<file path="src/design/bwm_pkg.sv">
`timescale 1ns / 1ps
// Package for the bandwidth meter: widths, codes, handshake structs between
// the top level and the tick engine. No dependencies.
package bwm_pkg;

  localparam int RATE_BITS   = 40;
  localparam int PERIOD_W    = 20;
  localparam int LEN_W       = 16;
  localparam int ELAPSED_W   = 24;
  localparam int TOTAL_W     = 48;
  localparam int USEC_W      = 20;
  localparam int TWO_T_W     = PERIOD_W + 1;
  localparam int DIV_W       = ELAPSED_W + 1;
  localparam int MPLIER_W    = ELAPSED_W;
  localparam int RAW_PROD_W  = TOTAL_W + USEC_W;
  localparam int NUM_W       = RATE_BITS + ELAPSED_W + 2;
  localparam int ACC_W       = (RAW_PROD_W > NUM_W) ? RAW_PROD_W : NUM_W;
  localparam int MCAND_W     = (TOTAL_W > RATE_BITS + 1) ? TOTAL_W : RATE_BITS + 1;
  localparam int CNT_W       = $clog2(ACC_W);

  localparam logic [PERIOD_W-1:0]  PERIOD_RESET = PERIOD_W'(100000);
  localparam logic [MPLIER_W-1:0]  USEC_PER_SEC = MPLIER_W'(1000000);
  localparam logic [RATE_BITS-1:0] RATE_MAX     = {RATE_BITS{1'b1}};
  localparam logic [TOTAL_W-1:0]   TOTAL_MAX    = {TOTAL_W{1'b1}};

  localparam logic CMD_PACKET = 1'b0;
  localparam logic CMD_TICK   = 1'b1;

  typedef struct packed {
    logic                  start;
    logic [ELAPSED_W-1:0]  elapsed;
    logic [TOTAL_W-1:0]    byte_total;
    logic [RATE_BITS-1:0]  smoothed;
    logic [RATE_BITS-1:0]  last_raw;
    logic [PERIOD_W-1:0]   period;
  } bwm_start_t;

  typedef struct packed {
    logic                  done;
    logic                  zero;
    logic [RATE_BITS-1:0]  filt;
    logic [RATE_BITS-1:0]  raw;
  } bwm_result_t;

  function automatic logic [RATE_BITS-1:0] bwm_sat(input logic [ACC_W-1:0] v);
    logic [RATE_BITS-1:0] r;
    if (|v[ACC_W-1:RATE_BITS]) begin
      r = RATE_MAX;
    end else begin
      r = v[RATE_BITS-1:0];
    end
    return r;
  endfunction

endpackage

</file>
<file path="src/design/bwm_in_if.sv">
`timescale 1ns / 1ps
// Input channel of the bandwidth meter: valid/ready plus packet or tick fields.
// Depends on bwm_pkg.
interface bwm_in_if;
  import bwm_pkg::*;

  logic                 valid;
  logic                 ready;
  logic                 cmd;
  logic [LEN_W-1:0]     packet_length;
  logic [ELAPSED_W-1:0] elapsed_us;

  modport source (output valid, cmd, packet_length, elapsed_us, input ready);
  modport sink   (input valid, cmd, packet_length, elapsed_us, output ready);
endinterface

</file>
<file path="src/design/bwm_out_if.sv">
`timescale 1ns / 1ps
// Result channel of the bandwidth meter: valid/ready plus the rate fields.
// Depends on bwm_pkg.
interface bwm_out_if;
  import bwm_pkg::*;

  logic                 valid;
  logic                 ready;
  logic [RATE_BITS-1:0] filtered_rate;
  logic [RATE_BITS-1:0] raw_rate;
  logic                 zero_interval;

  modport source (output valid, filtered_rate, raw_rate, zero_interval, input ready);
  modport sink   (input valid, filtered_rate, raw_rate, zero_interval, output ready);
endinterface

</file>
<file path="src/design/bandwidth_meter_lowpass.sv">
`timescale 1ns / 1ps
// Bandwidth meter with bilinear first-order low-pass smoothing.
//
// in_if  : packet (cmd 0, packet_length bytes) or tick (cmd 1, elapsed_us).
// out_if : one item per tick: filtered_rate, raw_rate, zero_interval.
// cfg_we / cfg_data : filter period in microseconds, written when idle.
//
// A packet item adds to a saturating 48-bit byte count; back-to-back packets
// run at one item per cycle while in_if.ready is high, and give no result.
// A tick with non-zero elapsed time is worked by the tick engine on one shared
// 68-bit adder: three 24-step shift-add multiplies, two 68-step restoring
// divides and one combine step. A zero-interval tick skips the arithmetic and
// goes from the idle state straight to the done state with its flagged result.
// in_if.ready is low from tick acceptance until its result is loaded into the
// output register; packets are taken while an earlier result waits there.
// If the receiver stalls, the finished tick holds in the engine until the
// output register frees. Reset sets the period to 100000 us and clears the
// byte count, the smoothed rate and the previous raw rate.
// Depends on bwm_pkg, bwm_in_if, bwm_out_if, bwm_engine.
module bandwidth_meter_lowpass (
  input  logic                           clk,
  input  logic                           rst_n,
  bwm_in_if.sink                         in_if,
  bwm_out_if.source                      out_if,
  input  logic                           cfg_we,
  input  logic [bwm_pkg::PERIOD_W-1:0]   cfg_data
);
  import bwm_pkg::*;

  logic                 busy_r, busy_nxt;
  logic                 out_valid_r, out_valid_nxt;
  logic [PERIOD_W-1:0]  period_r;
  logic [TOTAL_W-1:0]   byte_total_r, byte_total_nxt;
  logic [RATE_BITS-1:0] smoothed_r, smoothed_nxt;
  logic [RATE_BITS-1:0] last_raw_r, last_raw_nxt;
  logic [RATE_BITS-1:0] out_filt_r, out_raw_r;
  logic                 out_zero_r;

  logic                 accept, pkt, tick, ack;
  logic [TOTAL_W:0]     total_sum;
  bwm_start_t           req;
  bwm_result_t          res;

  assign in_if.ready = ~busy_r;
  assign accept      = in_if.valid & ~busy_r;
  assign pkt         = accept & (in_if.cmd == CMD_PACKET);
  assign tick        = accept & (in_if.cmd == CMD_TICK);
  assign ack         = res.done & (~out_valid_r | out_if.ready);
  assign total_sum   = {1'b0, byte_total_r} + (TOTAL_W + 1)'(in_if.packet_length);

  assign req.start      = tick;
  assign req.elapsed    = in_if.elapsed_us;
  assign req.byte_total = byte_total_r;
  assign req.smoothed   = smoothed_r;
  assign req.last_raw   = last_raw_r;
  assign req.period     = period_r;

  bwm_engine u_engine (
    .clk   (clk),
    .rst_n (rst_n),
    .req   (req),
    .ack   (ack),
    .res   (res)
  );

  always_comb begin
    busy_nxt       = busy_r;
    out_valid_nxt  = out_valid_r;
    byte_total_nxt = byte_total_r;
    smoothed_nxt   = smoothed_r;
    last_raw_nxt   = last_raw_r;
    if (pkt) begin
      byte_total_nxt = total_sum[TOTAL_W] ? TOTAL_MAX : total_sum[TOTAL_W-1:0];
    end
    if (tick) begin
      busy_nxt = 1'b1;
    end
    if (out_if.ready) begin
      out_valid_nxt = 1'b0;
    end
    if (ack) begin
      busy_nxt      = 1'b0;
      out_valid_nxt = 1'b1;
      // a zero-interval tick leaves the filter state alone
      if (!res.zero) begin
        smoothed_nxt   = res.filt;
        last_raw_nxt   = res.raw;
        byte_total_nxt = '0;
      end
    end
  end

  always_ff @(posedge clk) begin
    if (!rst_n) begin
      busy_r       <= 1'b0;
      out_valid_r  <= 1'b0;
      period_r     <= PERIOD_RESET;
      byte_total_r <= '0;
      smoothed_r   <= '0;
      last_raw_r   <= '0;
    end else begin
      busy_r       <= busy_nxt;
      out_valid_r  <= out_valid_nxt;
      byte_total_r <= byte_total_nxt;
      smoothed_r   <= smoothed_nxt;
      last_raw_r   <= last_raw_nxt;
      if (cfg_we) begin
        period_r <= cfg_data;
      end
    end
  end

  always_ff @(posedge clk) begin
    if (ack) begin
      out_filt_r <= res.filt;
      out_raw_r  <= res.raw;
      out_zero_r <= res.zero;
    end
  end

  assign out_if.valid         = out_valid_r;
  assign out_if.filtered_rate = out_filt_r;
  assign out_if.raw_rate      = out_raw_r;
  assign out_if.zero_interval = out_zero_r;
endmodule

</file>
<file path="src/design/bwm_addsub.sv">
`timescale 1ns / 1ps
// Shared wide adder/subtractor used for every multiply, divide and combine step.
// Depends on bwm_pkg.
module bwm_addsub (
  input  logic [bwm_pkg::ACC_W-1:0] x,
  input  logic [bwm_pkg::ACC_W-1:0] y,
  input  logic                      sub,
  output logic [bwm_pkg::ACC_W-1:0] sum,
  output logic                      carry
);
  import bwm_pkg::*;

  logic [ACC_W:0] full;

  // carry = 1 on subtract means x >= y
  assign full  = {1'b0, x} + {1'b0, (sub ? ~y : y)} + {{ACC_W{1'b0}}, sub};
  assign sum   = full[ACC_W-1:0];
  assign carry = full[ACC_W];
endmodule

</file>
<file path="src/design/bwm_engine.sv">
`timescale 1ns / 1ps
// Tick engine: shift-add multiplies and restoring divides on one shared adder,
// stepped by a small sequencer. Depends on bwm_pkg and bwm_addsub.
module bwm_engine (
  input  logic                 clk,
  input  logic                 rst_n,
  input  bwm_pkg::bwm_start_t  req,
  input  logic                 ack,
  output bwm_pkg::bwm_result_t res
);
  import bwm_pkg::*;

  typedef enum logic [7:0] {
    S_IDLE     = 8'b0000_0001,
    S_MUL_RAW  = 8'b0000_0010,
    S_DIV_RAW  = 8'b0000_0100,
    S_MUL_NEG  = 8'b0000_1000,
    S_MUL_POS  = 8'b0001_0000,
    S_COMBINE  = 8'b0010_0000,
    S_DIV_FILT = 8'b0100_0000,
    S_DONE     = 8'b1000_0000
  } eng_state_t;

  eng_state_t state_r, state_nxt;
  logic [CNT_W-1:0]     cnt_r, cnt_nxt;
  logic [ACC_W-1:0]     acc_r, acc_nxt;
  logic [ACC_W-1:0]     hold_r, hold_nxt;
  logic [DIV_W-1:0]     rem_r, rem_nxt;
  logic [MCAND_W-1:0]   mcand_r, mcand_nxt;
  logic [MPLIER_W-1:0]  mplier_r, mplier_nxt;
  logic [ELAPSED_W-1:0] d_r, d_nxt;
  logic [TWO_T_W-1:0]   two_t_r, two_t_nxt;
  logic [RATE_BITS-1:0] bprev_r, bprev_nxt;
  logic [RATE_BITS-1:0] rprev_r, rprev_nxt;
  logic [RATE_BITS-1:0] raw_r, raw_nxt;
  logic [RATE_BITS-1:0] filt_r, filt_nxt;
  logic                 zero_r, zero_nxt;
  logic                 neg_r, neg_nxt;

  logic [ACC_W-1:0]     alu_x, alu_y, alu_sum;
  logic                 alu_sub, alu_carry;
  logic [DIV_W:0]       shifted;
  logic [DIV_W-1:0]     divisor;
  logic [DIV_W-1:0]     sum_td;
  logic                 t_below_d;
  logic [DIV_W-1:0]     diff_td;
  logic [ACC_W-1:0]     quo;
  logic                 mul_last, div_last;

  bwm_addsub u_addsub (
    .x     (alu_x),
    .y     (alu_y),
    .sub   (alu_sub),
    .sum   (alu_sum),
    .carry (alu_carry)
  );

  assign sum_td    = DIV_W'(two_t_r) + DIV_W'(d_r);
  assign t_below_d = DIV_W'(two_t_r) < DIV_W'(d_r);
  assign diff_td   = t_below_d ? (DIV_W'(d_r) - DIV_W'(two_t_r))
                               : (DIV_W'(two_t_r) - DIV_W'(d_r));
  assign shifted   = {rem_r, acc_r[ACC_W-1]};
  assign divisor   = (state_r == S_DIV_RAW) ? DIV_W'(d_r) : sum_td;
  assign quo       = {acc_r[ACC_W-2:0], alu_carry};
  assign mul_last  = (cnt_r == CNT_W'(MPLIER_W - 1));
  assign div_last  = (cnt_r == CNT_W'(ACC_W - 1));

  // adder operand selection
  always_comb begin
    alu_x   = '0;
    alu_y   = '0;
    alu_sub = 1'b0;
    case (state_r)
      S_MUL_RAW, S_MUL_NEG, S_MUL_POS: begin
        alu_x = {acc_r[ACC_W-2:0], 1'b0};
        alu_y = mplier_r[MPLIER_W-1] ? ACC_W'(mcand_r) : '0;
      end
      S_DIV_RAW, S_DIV_FILT: begin
        alu_x   = ACC_W'(shifted);
        alu_y   = ACC_W'(divisor);
        alu_sub = 1'b1;
      end
      S_COMBINE: begin
        alu_x   = acc_r;
        alu_y   = hold_r;
        alu_sub = t_below_d;
      end
      default: begin
        alu_x = '0;
      end
    endcase
  end

  always_comb begin
    state_nxt  = state_r;
    cnt_nxt    = cnt_r;
    acc_nxt    = acc_r;
    hold_nxt   = hold_r;
    rem_nxt    = rem_r;
    mcand_nxt  = mcand_r;
    mplier_nxt = mplier_r;
    d_nxt      = d_r;
    two_t_nxt  = two_t_r;
    bprev_nxt  = bprev_r;
    rprev_nxt  = rprev_r;
    raw_nxt    = raw_r;
    filt_nxt   = filt_r;
    zero_nxt   = zero_r;
    neg_nxt    = neg_r;
    case (state_r)
      S_IDLE: begin
        if (req.start) begin
          d_nxt      = req.elapsed;
          two_t_nxt  = {req.period, 1'b0};
          bprev_nxt  = req.smoothed;
          rprev_nxt  = req.last_raw;
          acc_nxt    = '0;
          cnt_nxt    = '0;
          mcand_nxt  = MCAND_W'(req.byte_total);
          mplier_nxt = USEC_PER_SEC;
          if (req.elapsed == '0) begin
            zero_nxt  = 1'b1;
            raw_nxt   = '0;
            filt_nxt  = '0;
            state_nxt = S_DONE;
          end else begin
            zero_nxt  = 1'b0;
            state_nxt = S_MUL_RAW;
          end
        end
      end
      S_MUL_RAW, S_MUL_NEG, S_MUL_POS: begin
        acc_nxt    = alu_sum;
        mplier_nxt = {mplier_r[MPLIER_W-2:0], 1'b0};
        cnt_nxt    = cnt_r + 1'b1;
        if (mul_last) begin
          cnt_nxt = '0;
          if (state_r == S_MUL_RAW) begin
            rem_nxt   = '0;
            state_nxt = S_DIV_RAW;
          end else if (state_r == S_MUL_NEG) begin
            // park Bprev*|2T-d| and start d*(R+Rprev)
            hold_nxt   = alu_sum;
            acc_nxt    = '0;
            mcand_nxt  = MCAND_W'({1'b0, raw_r} + {1'b0, rprev_r});
            mplier_nxt = d_r;
            state_nxt  = S_MUL_POS;
          end else begin
            state_nxt = S_COMBINE;
          end
        end
      end
      S_DIV_RAW, S_DIV_FILT: begin
        rem_nxt = alu_carry ? alu_sum[DIV_W-1:0] : shifted[DIV_W-1:0];
        acc_nxt = quo;
        cnt_nxt = cnt_r + 1'b1;
        if (div_last) begin
          cnt_nxt = '0;
          if (state_r == S_DIV_RAW) begin
            raw_nxt    = bwm_sat(quo);
            acc_nxt    = '0;
            mcand_nxt  = MCAND_W'(bprev_r);
            mplier_nxt = MPLIER_W'(diff_td);
            state_nxt  = S_MUL_NEG;
          end else begin
            filt_nxt  = neg_r ? '0 : bwm_sat(quo);
            state_nxt = S_DONE;
          end
        end
      end
      S_COMBINE: begin
        acc_nxt   = alu_sum;
        neg_nxt   = t_below_d & ~alu_carry;
        rem_nxt   = '0;
        cnt_nxt   = '0;
        state_nxt = S_DIV_FILT;
      end
      S_DONE: begin
        if (ack) begin
          state_nxt = S_IDLE;
        end
      end
      default: begin
        state_nxt = S_IDLE;
      end
    endcase
  end

  always_ff @(posedge clk) begin
    if (!rst_n) begin
      state_r <= S_IDLE;
      cnt_r   <= '0;
    end else begin
      state_r <= state_nxt;
      cnt_r   <= cnt_nxt;
    end
  end

  always_ff @(posedge clk) begin
    acc_r    <= acc_nxt;
    hold_r   <= hold_nxt;
    rem_r    <= rem_nxt;
    mcand_r  <= mcand_nxt;
    mplier_r <= mplier_nxt;
    d_r      <= d_nxt;
    two_t_r  <= two_t_nxt;
    bprev_r  <= bprev_nxt;
    rprev_r  <= rprev_nxt;
    raw_r    <= raw_nxt;
    filt_r   <= filt_nxt;
    zero_r   <= zero_nxt;
    neg_r    <= neg_nxt;
  end

  assign res.done = (state_r == S_DONE);
  assign res.zero = zero_r;
  assign res.filt = filt_r;
  assign res.raw  = raw_r;
endmodule

</file>
<file path="src/flat_wrapper.sv">
// flat-port wrapper written by rule: the top's interface ports become plain ports
module bandwidth_meter_lowpass_flat import bwm_pkg::*;
  (clk, rst_n, cfg_we, cfg_data, in_if_valid, in_if_cmd, in_if_packet_length, in_if_elapsed_us, in_if_ready, out_if_valid, out_if_filtered_rate, out_if_raw_rate, out_if_zero_interval, out_if_ready);
  bwm_in_if in_if_i ();
  bwm_out_if out_if_i ();
  input  logic clk;
  input  logic rst_n;
  input  logic cfg_we;
  input  logic [bwm_pkg::PERIOD_W-1:0] cfg_data;
  input wire logic [$bits(in_if_i.valid)-1:0] in_if_valid;
  input wire logic [$bits(in_if_i.cmd)-1:0] in_if_cmd;
  input wire logic [$bits(in_if_i.packet_length)-1:0] in_if_packet_length;
  input wire logic [$bits(in_if_i.elapsed_us)-1:0] in_if_elapsed_us;
  output wire logic [$bits(in_if_i.ready)-1:0] in_if_ready;
  output wire logic [$bits(out_if_i.valid)-1:0] out_if_valid;
  output wire logic [$bits(out_if_i.filtered_rate)-1:0] out_if_filtered_rate;
  output wire logic [$bits(out_if_i.raw_rate)-1:0] out_if_raw_rate;
  output wire logic [$bits(out_if_i.zero_interval)-1:0] out_if_zero_interval;
  input wire logic [$bits(out_if_i.ready)-1:0] out_if_ready;
  assign in_if_i.valid = in_if_valid;
  assign in_if_i.cmd = in_if_cmd;
  assign in_if_i.packet_length = in_if_packet_length;
  assign in_if_i.elapsed_us = in_if_elapsed_us;
  assign in_if_ready = in_if_i.ready;
  assign out_if_valid = out_if_i.valid;
  assign out_if_filtered_rate = out_if_i.filtered_rate;
  assign out_if_raw_rate = out_if_i.raw_rate;
  assign out_if_zero_interval = out_if_i.zero_interval;
  assign out_if_i.ready = out_if_ready;
  bandwidth_meter_lowpass u_core (.clk(clk), .rst_n(rst_n), .in_if(in_if_i), .out_if(out_if_i), .cfg_we(cfg_we), .cfg_data(cfg_data));
endmodule
</file>
<file path="config.mk">
export PLATFORM = sky130hd
export DESIGN_NAME = bandwidth_meter_lowpass_flat
export DESIGN_NICKNAME = d
export VERILOG_FILES = /design/src/design/bwm_pkg.sv /design/src/design/bwm_in_if.sv /design/src/design/bwm_out_if.sv /design/src/design/bandwidth_meter_lowpass.sv /design/src/design/bwm_addsub.sv /design/src/design/bwm_engine.sv /design/src/flat_wrapper.sv
export SDC_FILE = /design/constraint.sdc
export NUM_CORES = 1
export LEC_CHECK = 0
export BUFFER_PORTS_ARGS = -buffer_cell sky130_fd_sc_hd__buf_2
export CORE_MARGIN = 5
export CORE_UTILIZATION = 40
export CTS_CLUSTER_DIAMETER = 60
export DETAILED_ROUTE_END_ITERATION = 6
export GPL_ROUTABILITY_DRIVEN = 0
export PLACE_DENSITY = 0.67
export SYNTH_ARGS = -nofsm -noshare
export SYNTH_HDL_FRONTEND = slang
export SYNTH_SLANG_ARGS = --single-unit
</file>
<file path="constraint.sdc">
create_clock -name clk -period 18.68 [get_ports clk]
set_clock_uncertainty 0.2 [all_clocks]
set_input_delay 2.802 -clock clk [delete_from_list [all_inputs] [get_ports clk]]
set_output_delay 2.802 -clock clk [all_outputs]
set_load 0.01 [all_outputs]
</file>
# Yosys cells after proc, flatten, opt, wreduce, memory -nomap -nowiden
# Index checks and enable logic that the tools add are counted.
# totals
mem_count	0
out_inout_bits	83
register_bits	685
mem_bits_ro	0
latchBits	0
ramBits	0
input_bits	66
word_cells	149
# classes
div	0
addsub	8
n_reduce_logical	20
bitwise_logic	14
n_eq_ne	20
order_cmp	1
shift	0
mux	62
multipliers	0
# op_table
op	n
$mux W48	11
$mux W68	7
$pmux W68 S3	2
$mux W40	8
$pmux W68 S4	1
$mux W24	7
$pmux W40 S2	2
$pmux W48 S3	1
$mux W25	4
$pmux W25 S3	1
$pmux W24 S3	1
$add A68 B68 Y69	1
$add A69 B1 Y69	1
$not A68 Y68	1
$add A48 B16 Y49	1
$mux W8	6
$add A40 B40 Y41	1
$pmux W8 S5	1
$pmux W7 S4	1
$reduce_or A28 Y1	1
$add A21 B24 Y25	1
$logic_not A24 Y1	1
$lt A21 B24 Y1	1
$sub A21 B24 Y24	1
31 further kinds	62

# Longest topological paths before layout
# depth
ltp_word	12
ltp_mapped	30
ltp_nobuf	27

# Cells and area by module
# From an unflattened synthesis, not the netlist that was laid out.
# unflattened
cells_unflattened	3602
hier_area_um2	37734.9
# modules_own_cells
module	n_inst	area_per_inst_um2	cells_each	seq_area_each_um2
bwm_engine	1	23712.7	2025	13482.9
bandwidth_meter_lowpass	1	9352.7	905	5435.2
bwm_addsub	1	4669.5	672	0.0

# Worst setup path before layout
# OpenSTA, ideal clock, no wires.
# synth_path
kind	input -> register
startpoint	input in_if_cmd
endpoint	register u_core.u_engine.bprev_r[0] (enable)
path_buffers	0
path_slack_ns	9.729
required_ns	17.869
t_arrival_ns	8.140
path_stages	2
setup_time_ns	0.611
path_cell_list	nand3_1 -> nor2_1
# synth_between
elab_chain_len	2
# synth_rtl
item	line	rtl
start, declared	flat_wrapper.sv:11	input wire logic [$bits(in_if_i.cmd)-1:0] in_if_cmd;
$and A1 B1 Y1	bandwidth_meter_lowpass.sv:47	assign tick = accept & (in_if.cmd == CMD_TICK);
$reduce_and A2 Y1 (no line)	-	
end signal, assigned	bwm_engine.sv:207	bprev_r <= bprev_nxt;
end, declared	bwm_engine.sv:33	logic [RATE_BITS-1:0] bprev_r, bprev_nxt;
# Every way passes these cells.
# A chain may end at the register's enable or synchronous reset.

# Worst setup path after layout
# layout_path
startpoint	register u_core.u_engine.d_r[15]
endpoint	register u_core.u_engine.rem_r[4] (data pin)
# layout_between
elab_chain_len	9
elab_cells_between_ends	11
classes_between	3 x add/sub; 1 x order compare; 6 x mux; 1 x bitwise
# layout_rtl
item	line	rtl
start, declared	bwm_engine.sv:31	logic [ELAPSED_W-1:0] d_r, d_nxt;
start signal, assigned	bwm_engine.sv:205	d_r <= d_nxt;
$add A21 B24 Y25	bwm_engine.sv:58	assign sum_td = DIV_W'(two_t_r) + DIV_W'(d_r);
$mux W25	bwm_engine.sv:63	assign divisor = (state_r == S_DIV_RAW) ? DIV_W'(d_r) : sum_td;
$pmux W68 S3	bwm_engine.sv:73	case (state_r)
$not A68 Y68	bwm_addsub.sv:16	assign full = {1'b0, x} + {1'b0, (sub ? ~y : y)} + {{ACC_W{1'b0}}, sub};
$mux W68	bwm_addsub.sv:16	
$add A68 B68 Y69	bwm_addsub.sv:16	
$add A69 B1 Y69 (*)	bwm_addsub.sv:16	
$mux W25 (*)	bwm_engine.sv:154	rem_nxt = alu_carry ? alu_sum[DIV_W-1:0] : shifted[DIV_W-1:0];
$pmux W25 S3 (*)	bwm_engine.sv:110	case (state_r)
end signal, assigned	bwm_engine.sv:202	rem_r <= rem_nxt;
end, declared	bwm_engine.sv:28	logic [DIV_W-1:0] rem_r, rem_nxt;
# Mark *: on every way between the ends. The rest lies on a longest branch, timed or not.

==> flow_metrics.env <==
export IMPL_fillers=8407
export IMPL_synth_warning_count=0
export IMPL_crit_arrival_ns=7.85
export IMPL_yosysUniqueCellTypes=77
export IMPL_crit_chain="inv_1, ha_1, and3_1, and4_1, nand2_1, a221o_1, a31oi_4, buf_4, xor2_1, ha_1, nand4_1, nor2_1, and3_1, a21o_1, a31o_2, a21oi_1, o21ai_0, a31oi_1, o221ai_1, nand2_1, buf_4, mux2i_1, nor2_1"
export IMPL_r2r_end="u_core.u_engine.rem_r[4]"
export IMPL_drive_above_1_share_pct=10.0
export IMPL_p_sw_share_pct=25.4
export IMPL_synth_area_um2=36600
export IMPL_synth_cells=3520
export IMPL_worst_pin_slew_ns=1.15
export IMPL_ys_seq_elements=685
export IMPL_hold_path_class="flip-flop to flip-flop"
export IMPL_synth_most_common_cell="edfxtp_1"
export IMPL_min_to="u_core.u_engine.rprev_r[3]"
export IMPL_cap_viol_max_count=0
export IMPL_insertion_delay_ns=0.64
export IMPL_port_buffers=148
export IMPL_gr_total_overflow=0
export IMPL_relSlewSlack_pct=22.9
export IMPL_cts_buffers_inserted=78
export IMPL_cts_repair_resize_count=0
export IMPL_p_sw_w=0.000909
export IMPL_end_kind="flip-flop"
export IMPL_antenna_found_initial=2
export IMPL_hold_buffers=0
export IMPL_grtUsageTotal_pct=20.3
export IMPL_power_internal_w=0.00267
export IMPL_synth_edf_count=520
export IMPL_yosys_area_top_type="edfxtp_1"
export IMPL_area_growth_syn_to_layout_pct=12.3
export IMPL_regToRegStartpoint="u_core.u_engine.d_r[15]"
export IMPL_dieArea_um2=97700
export IMPL_start_util_pct=40.1
export IMPL_clockRootBuffer="clkbuf_16"
export IMPL_worstHoldStart="u_core.last_raw_r[3]"
export IMPL_final_period_utilization_pct=41.3
export IMPL_grt_pass1_vias=26700
export IMPL_grt_pass1_wl_um=159000
export IMPL_critical_path_class="flip-flop to flip-flop"
export IMPL_ys_top_cells_by_count="edfxtp_1 (520), nand2_1 (356), a21oi_1 (295)"
export IMPL_clkPwrFrac_pct=42.7
export IMPL_num_io_pins=149
export IMPL_final_max_slew_viol_count=0
export IMPL_crit_slowest_cell="buf_4"
export IMPL_drt_wirelength_per_cell_um=21.3
export IMPL_yosys_top_cells_area="edfxtp_1 (43%), dfxtp_1 (9.0%), ha_1 (6.3%), a21oi_1 (4.0%), nand2_1 (3.6%)"
export IMPL_cp_start_kind="flip-flop"
export IMPL_syn_nets=3776
export IMPL_cts_setup_buffers=0
export IMPL_rsz0062_at_grt="no"
export IMPL_via_count=28400
export IMPL_max_clock_path_buffers=3
export IMPL_design_area_um2=41200
export IMPL_placed_area_um2=38600
export IMPL_finalHoldViolations=0
export IMPL_drt_pass1_iter_count=7
export IMPL_fin_util_pct=45.1
export IMPL_power_density_nw_per_um2=86.9
export IMPL_vias_per_cell=5.85
export IMPL_grt_max_degree=78
export IMPL_multiInputGateArea_um2=16600
export IMPL_setup_viol=0
export IMPL_max_freq_mhz=130
export IMPL_clk_pin_slew_ns=0.06
export IMPL_async_flop_share_pct=0
export IMPL_syn_avg_cell_area_um2=10.4
export IMPL_status="finished, final reports clean"
export IMPL_synth_flop_cell="edfxtp_1"
export IMPL_drt_initial_drc_count=2973
export IMPL_rows=111
export IMPL_dp_hpwl_um=71800
export IMPL_nets=3851
export IMPL_drc=0
export IMPL_r2r_slack_ns=10.97
export IMPL_antenna_left=0
export IMPL_fp_coreArea_um2=91200
export IMPL_p_leak_nw=15.7
export IMPL_yosysSeqAreaShare_pct=51.6
export IMPL_max_stage_delay_ns=0.73
export IMPL_cts_tree="built"
export IMPL_critPathRequiredTime_ns=18.83
export IMPL_routed_wl_um=103000
export IMPL_rr_worst_depth=23
export IMPL_cts_sinks=685
export IMPL_pwr_share_comb_pct=7.6
export IMPL_cp_max_fo=48
export IMPL_synth_top_area_share_pct=42.6
export IMPL_holdPathStages=0
export IMPL_max_vdd_ir_drop_uv=65.8
export IMPL_min_period_ns=7.71
export IMPL_die_height_um=313
export IMPL_critPathBufInv=3
export IMPL_die_x_um=313
export IMPL_htreeDepth=3
export IMPL_tns_ns=0
export IMPL_seqCellArea_um2=18900
export IMPL_path_delay_family="compound AO/OA/AOI/OAI gates"
export IMPL_antenna_cells=0
export IMPL_seqPwrFrac_pct=49.7
[power groups by stage]
| stage | clock (W) | sequential [W] | combinational (W) |
|---|---|---|---|
| final | 0.00153 | 0.00178 | 0.000272 |
| after global placement | 0 | 0.00180 | 0.000265 |
| after CTS | 0.00155 | 0.00177 | 0.000270 |
| after floorplan | 0 | 0.00177 | 0.000191 |
| after detailed placement | 0 | 0.00180 | 0.000268 |
| after global routing | 0.00162 | 0.00178 | 0.000299 |
[logic make-up after synthesis]
group                      count (synthesis)  share of synthesized area, %
AOI/OAI and AO/OA                       1057                          19.3
and+or+nand+nor                          997                          12.6
DFF                                      685                          51.6
buffers and inverters                    327                          3.36
xor gates and xnor gates                 225                          5.38
adders and majority gates                190                          6.61
muxes                                     39                          1.08
[area by class of cell]
type                       instances  area share (%)
inverter                         134            1.23
clock buffer                     105            5.28
tap                             1186            3.61
timing repair buffer             188            2.53
multi-input combinational       2508            40.4
clock inverter                    41            1.00
sequential                       685            46.0
[through the flow]
step	instances	setup slack, ns	total power (W)	hold slack (ns)
after global placement	4701	11.30	0.00207	0.210
final	4847	10.97	0.00357	0.225
after detailed placement	4701	11.14	0.00207	0.215
after CTS	4847	11.08	0.00359	0.229
after floorplan	3520	9.73	0.00197	0.208
after global routing	4847	10.43	0.00370	0.237
[cell usage in the layout (no fill, tap or decap), drive strengths merged, types with 23 or more instances in the layout]
cell,count
a21o,91
a21oi,296
a222oi,43
a22o,113
a22oi,74
a31oi,23
and3,44
buf,188
clkbuf,105
clkinv,26
dfxtp,165
edfxtp,520
ha,184
inv,140
mux2i,34
nand2,356
nand2b,27
nand3,74
nand4,39
nor2,263
nor2b,58
nor3,48
o21ai,202
o21bai,33
xnor2,114
xor2,111
[worst max-delay path by stage]
stage / from / end / slack (ns) / cells after the start
final: u_core.u_engine.d_r[15] / u_core.u_engine.rem_r[4] / 10.97 / 23
after global routing: u_core.u_engine.d_r[15] / u_core.u_engine.rem_r[4] / 10.43 / 23
after CTS: u_core.u_engine.d_r[15] / u_core.u_engine.rem_r[21] / 11.08 / 23
after detailed placement: u_core.u_engine.d_r[15] / u_core.u_engine.rem_r[21] / 11.14 / 23
after global placement: u_core.u_engine.d_r[15] / u_core.u_engine.rem_r[4] / 11.30 / 23
after floorplan: in_if_cmd / u_core.u_engine.bprev_r[0] / 9.73 / 2
[metal layers]
| metal | vias to the layer above | wire [um] | global-route usage, % |
|---|---|---|---|
| met5 | - | 0 | 0 |
| met3 | 126 | 9110 | 3.62 |
| met1 | 13800 | 46400 | 30.0 |
| met2 | 1184 | 46000 | 31.4 |
| met4 | 0 | 1790 | 4.48 |
| li1 | 13200 | - | - |
[registers in the layout (all words and copies together), names as in the netlist, 40 cells and up]
| name | flops |
|---|---|
| u_core.u_engine.filt_r | 40 |
| u_core.byte_total_r | 48 |
| u_core.last_raw_r | 40 |
| u_core.u_engine.hold_r | 68 |
| u_core.u_engine.acc_r | 68 |
| u_core.u_engine.rprev_r | 40 |
| u_core.out_if.raw_rate | 40 |
| u_core.u_engine.bprev_r | 40 |
| u_core.u_engine.raw_r | 40 |
| u_core.u_engine.mcand_r | 48 |
| u_core.out_if.filtered_rate | 40 |
| u_core.smoothed_r | 40 |
Note: power is estimated with default switching activity, not from simulation.
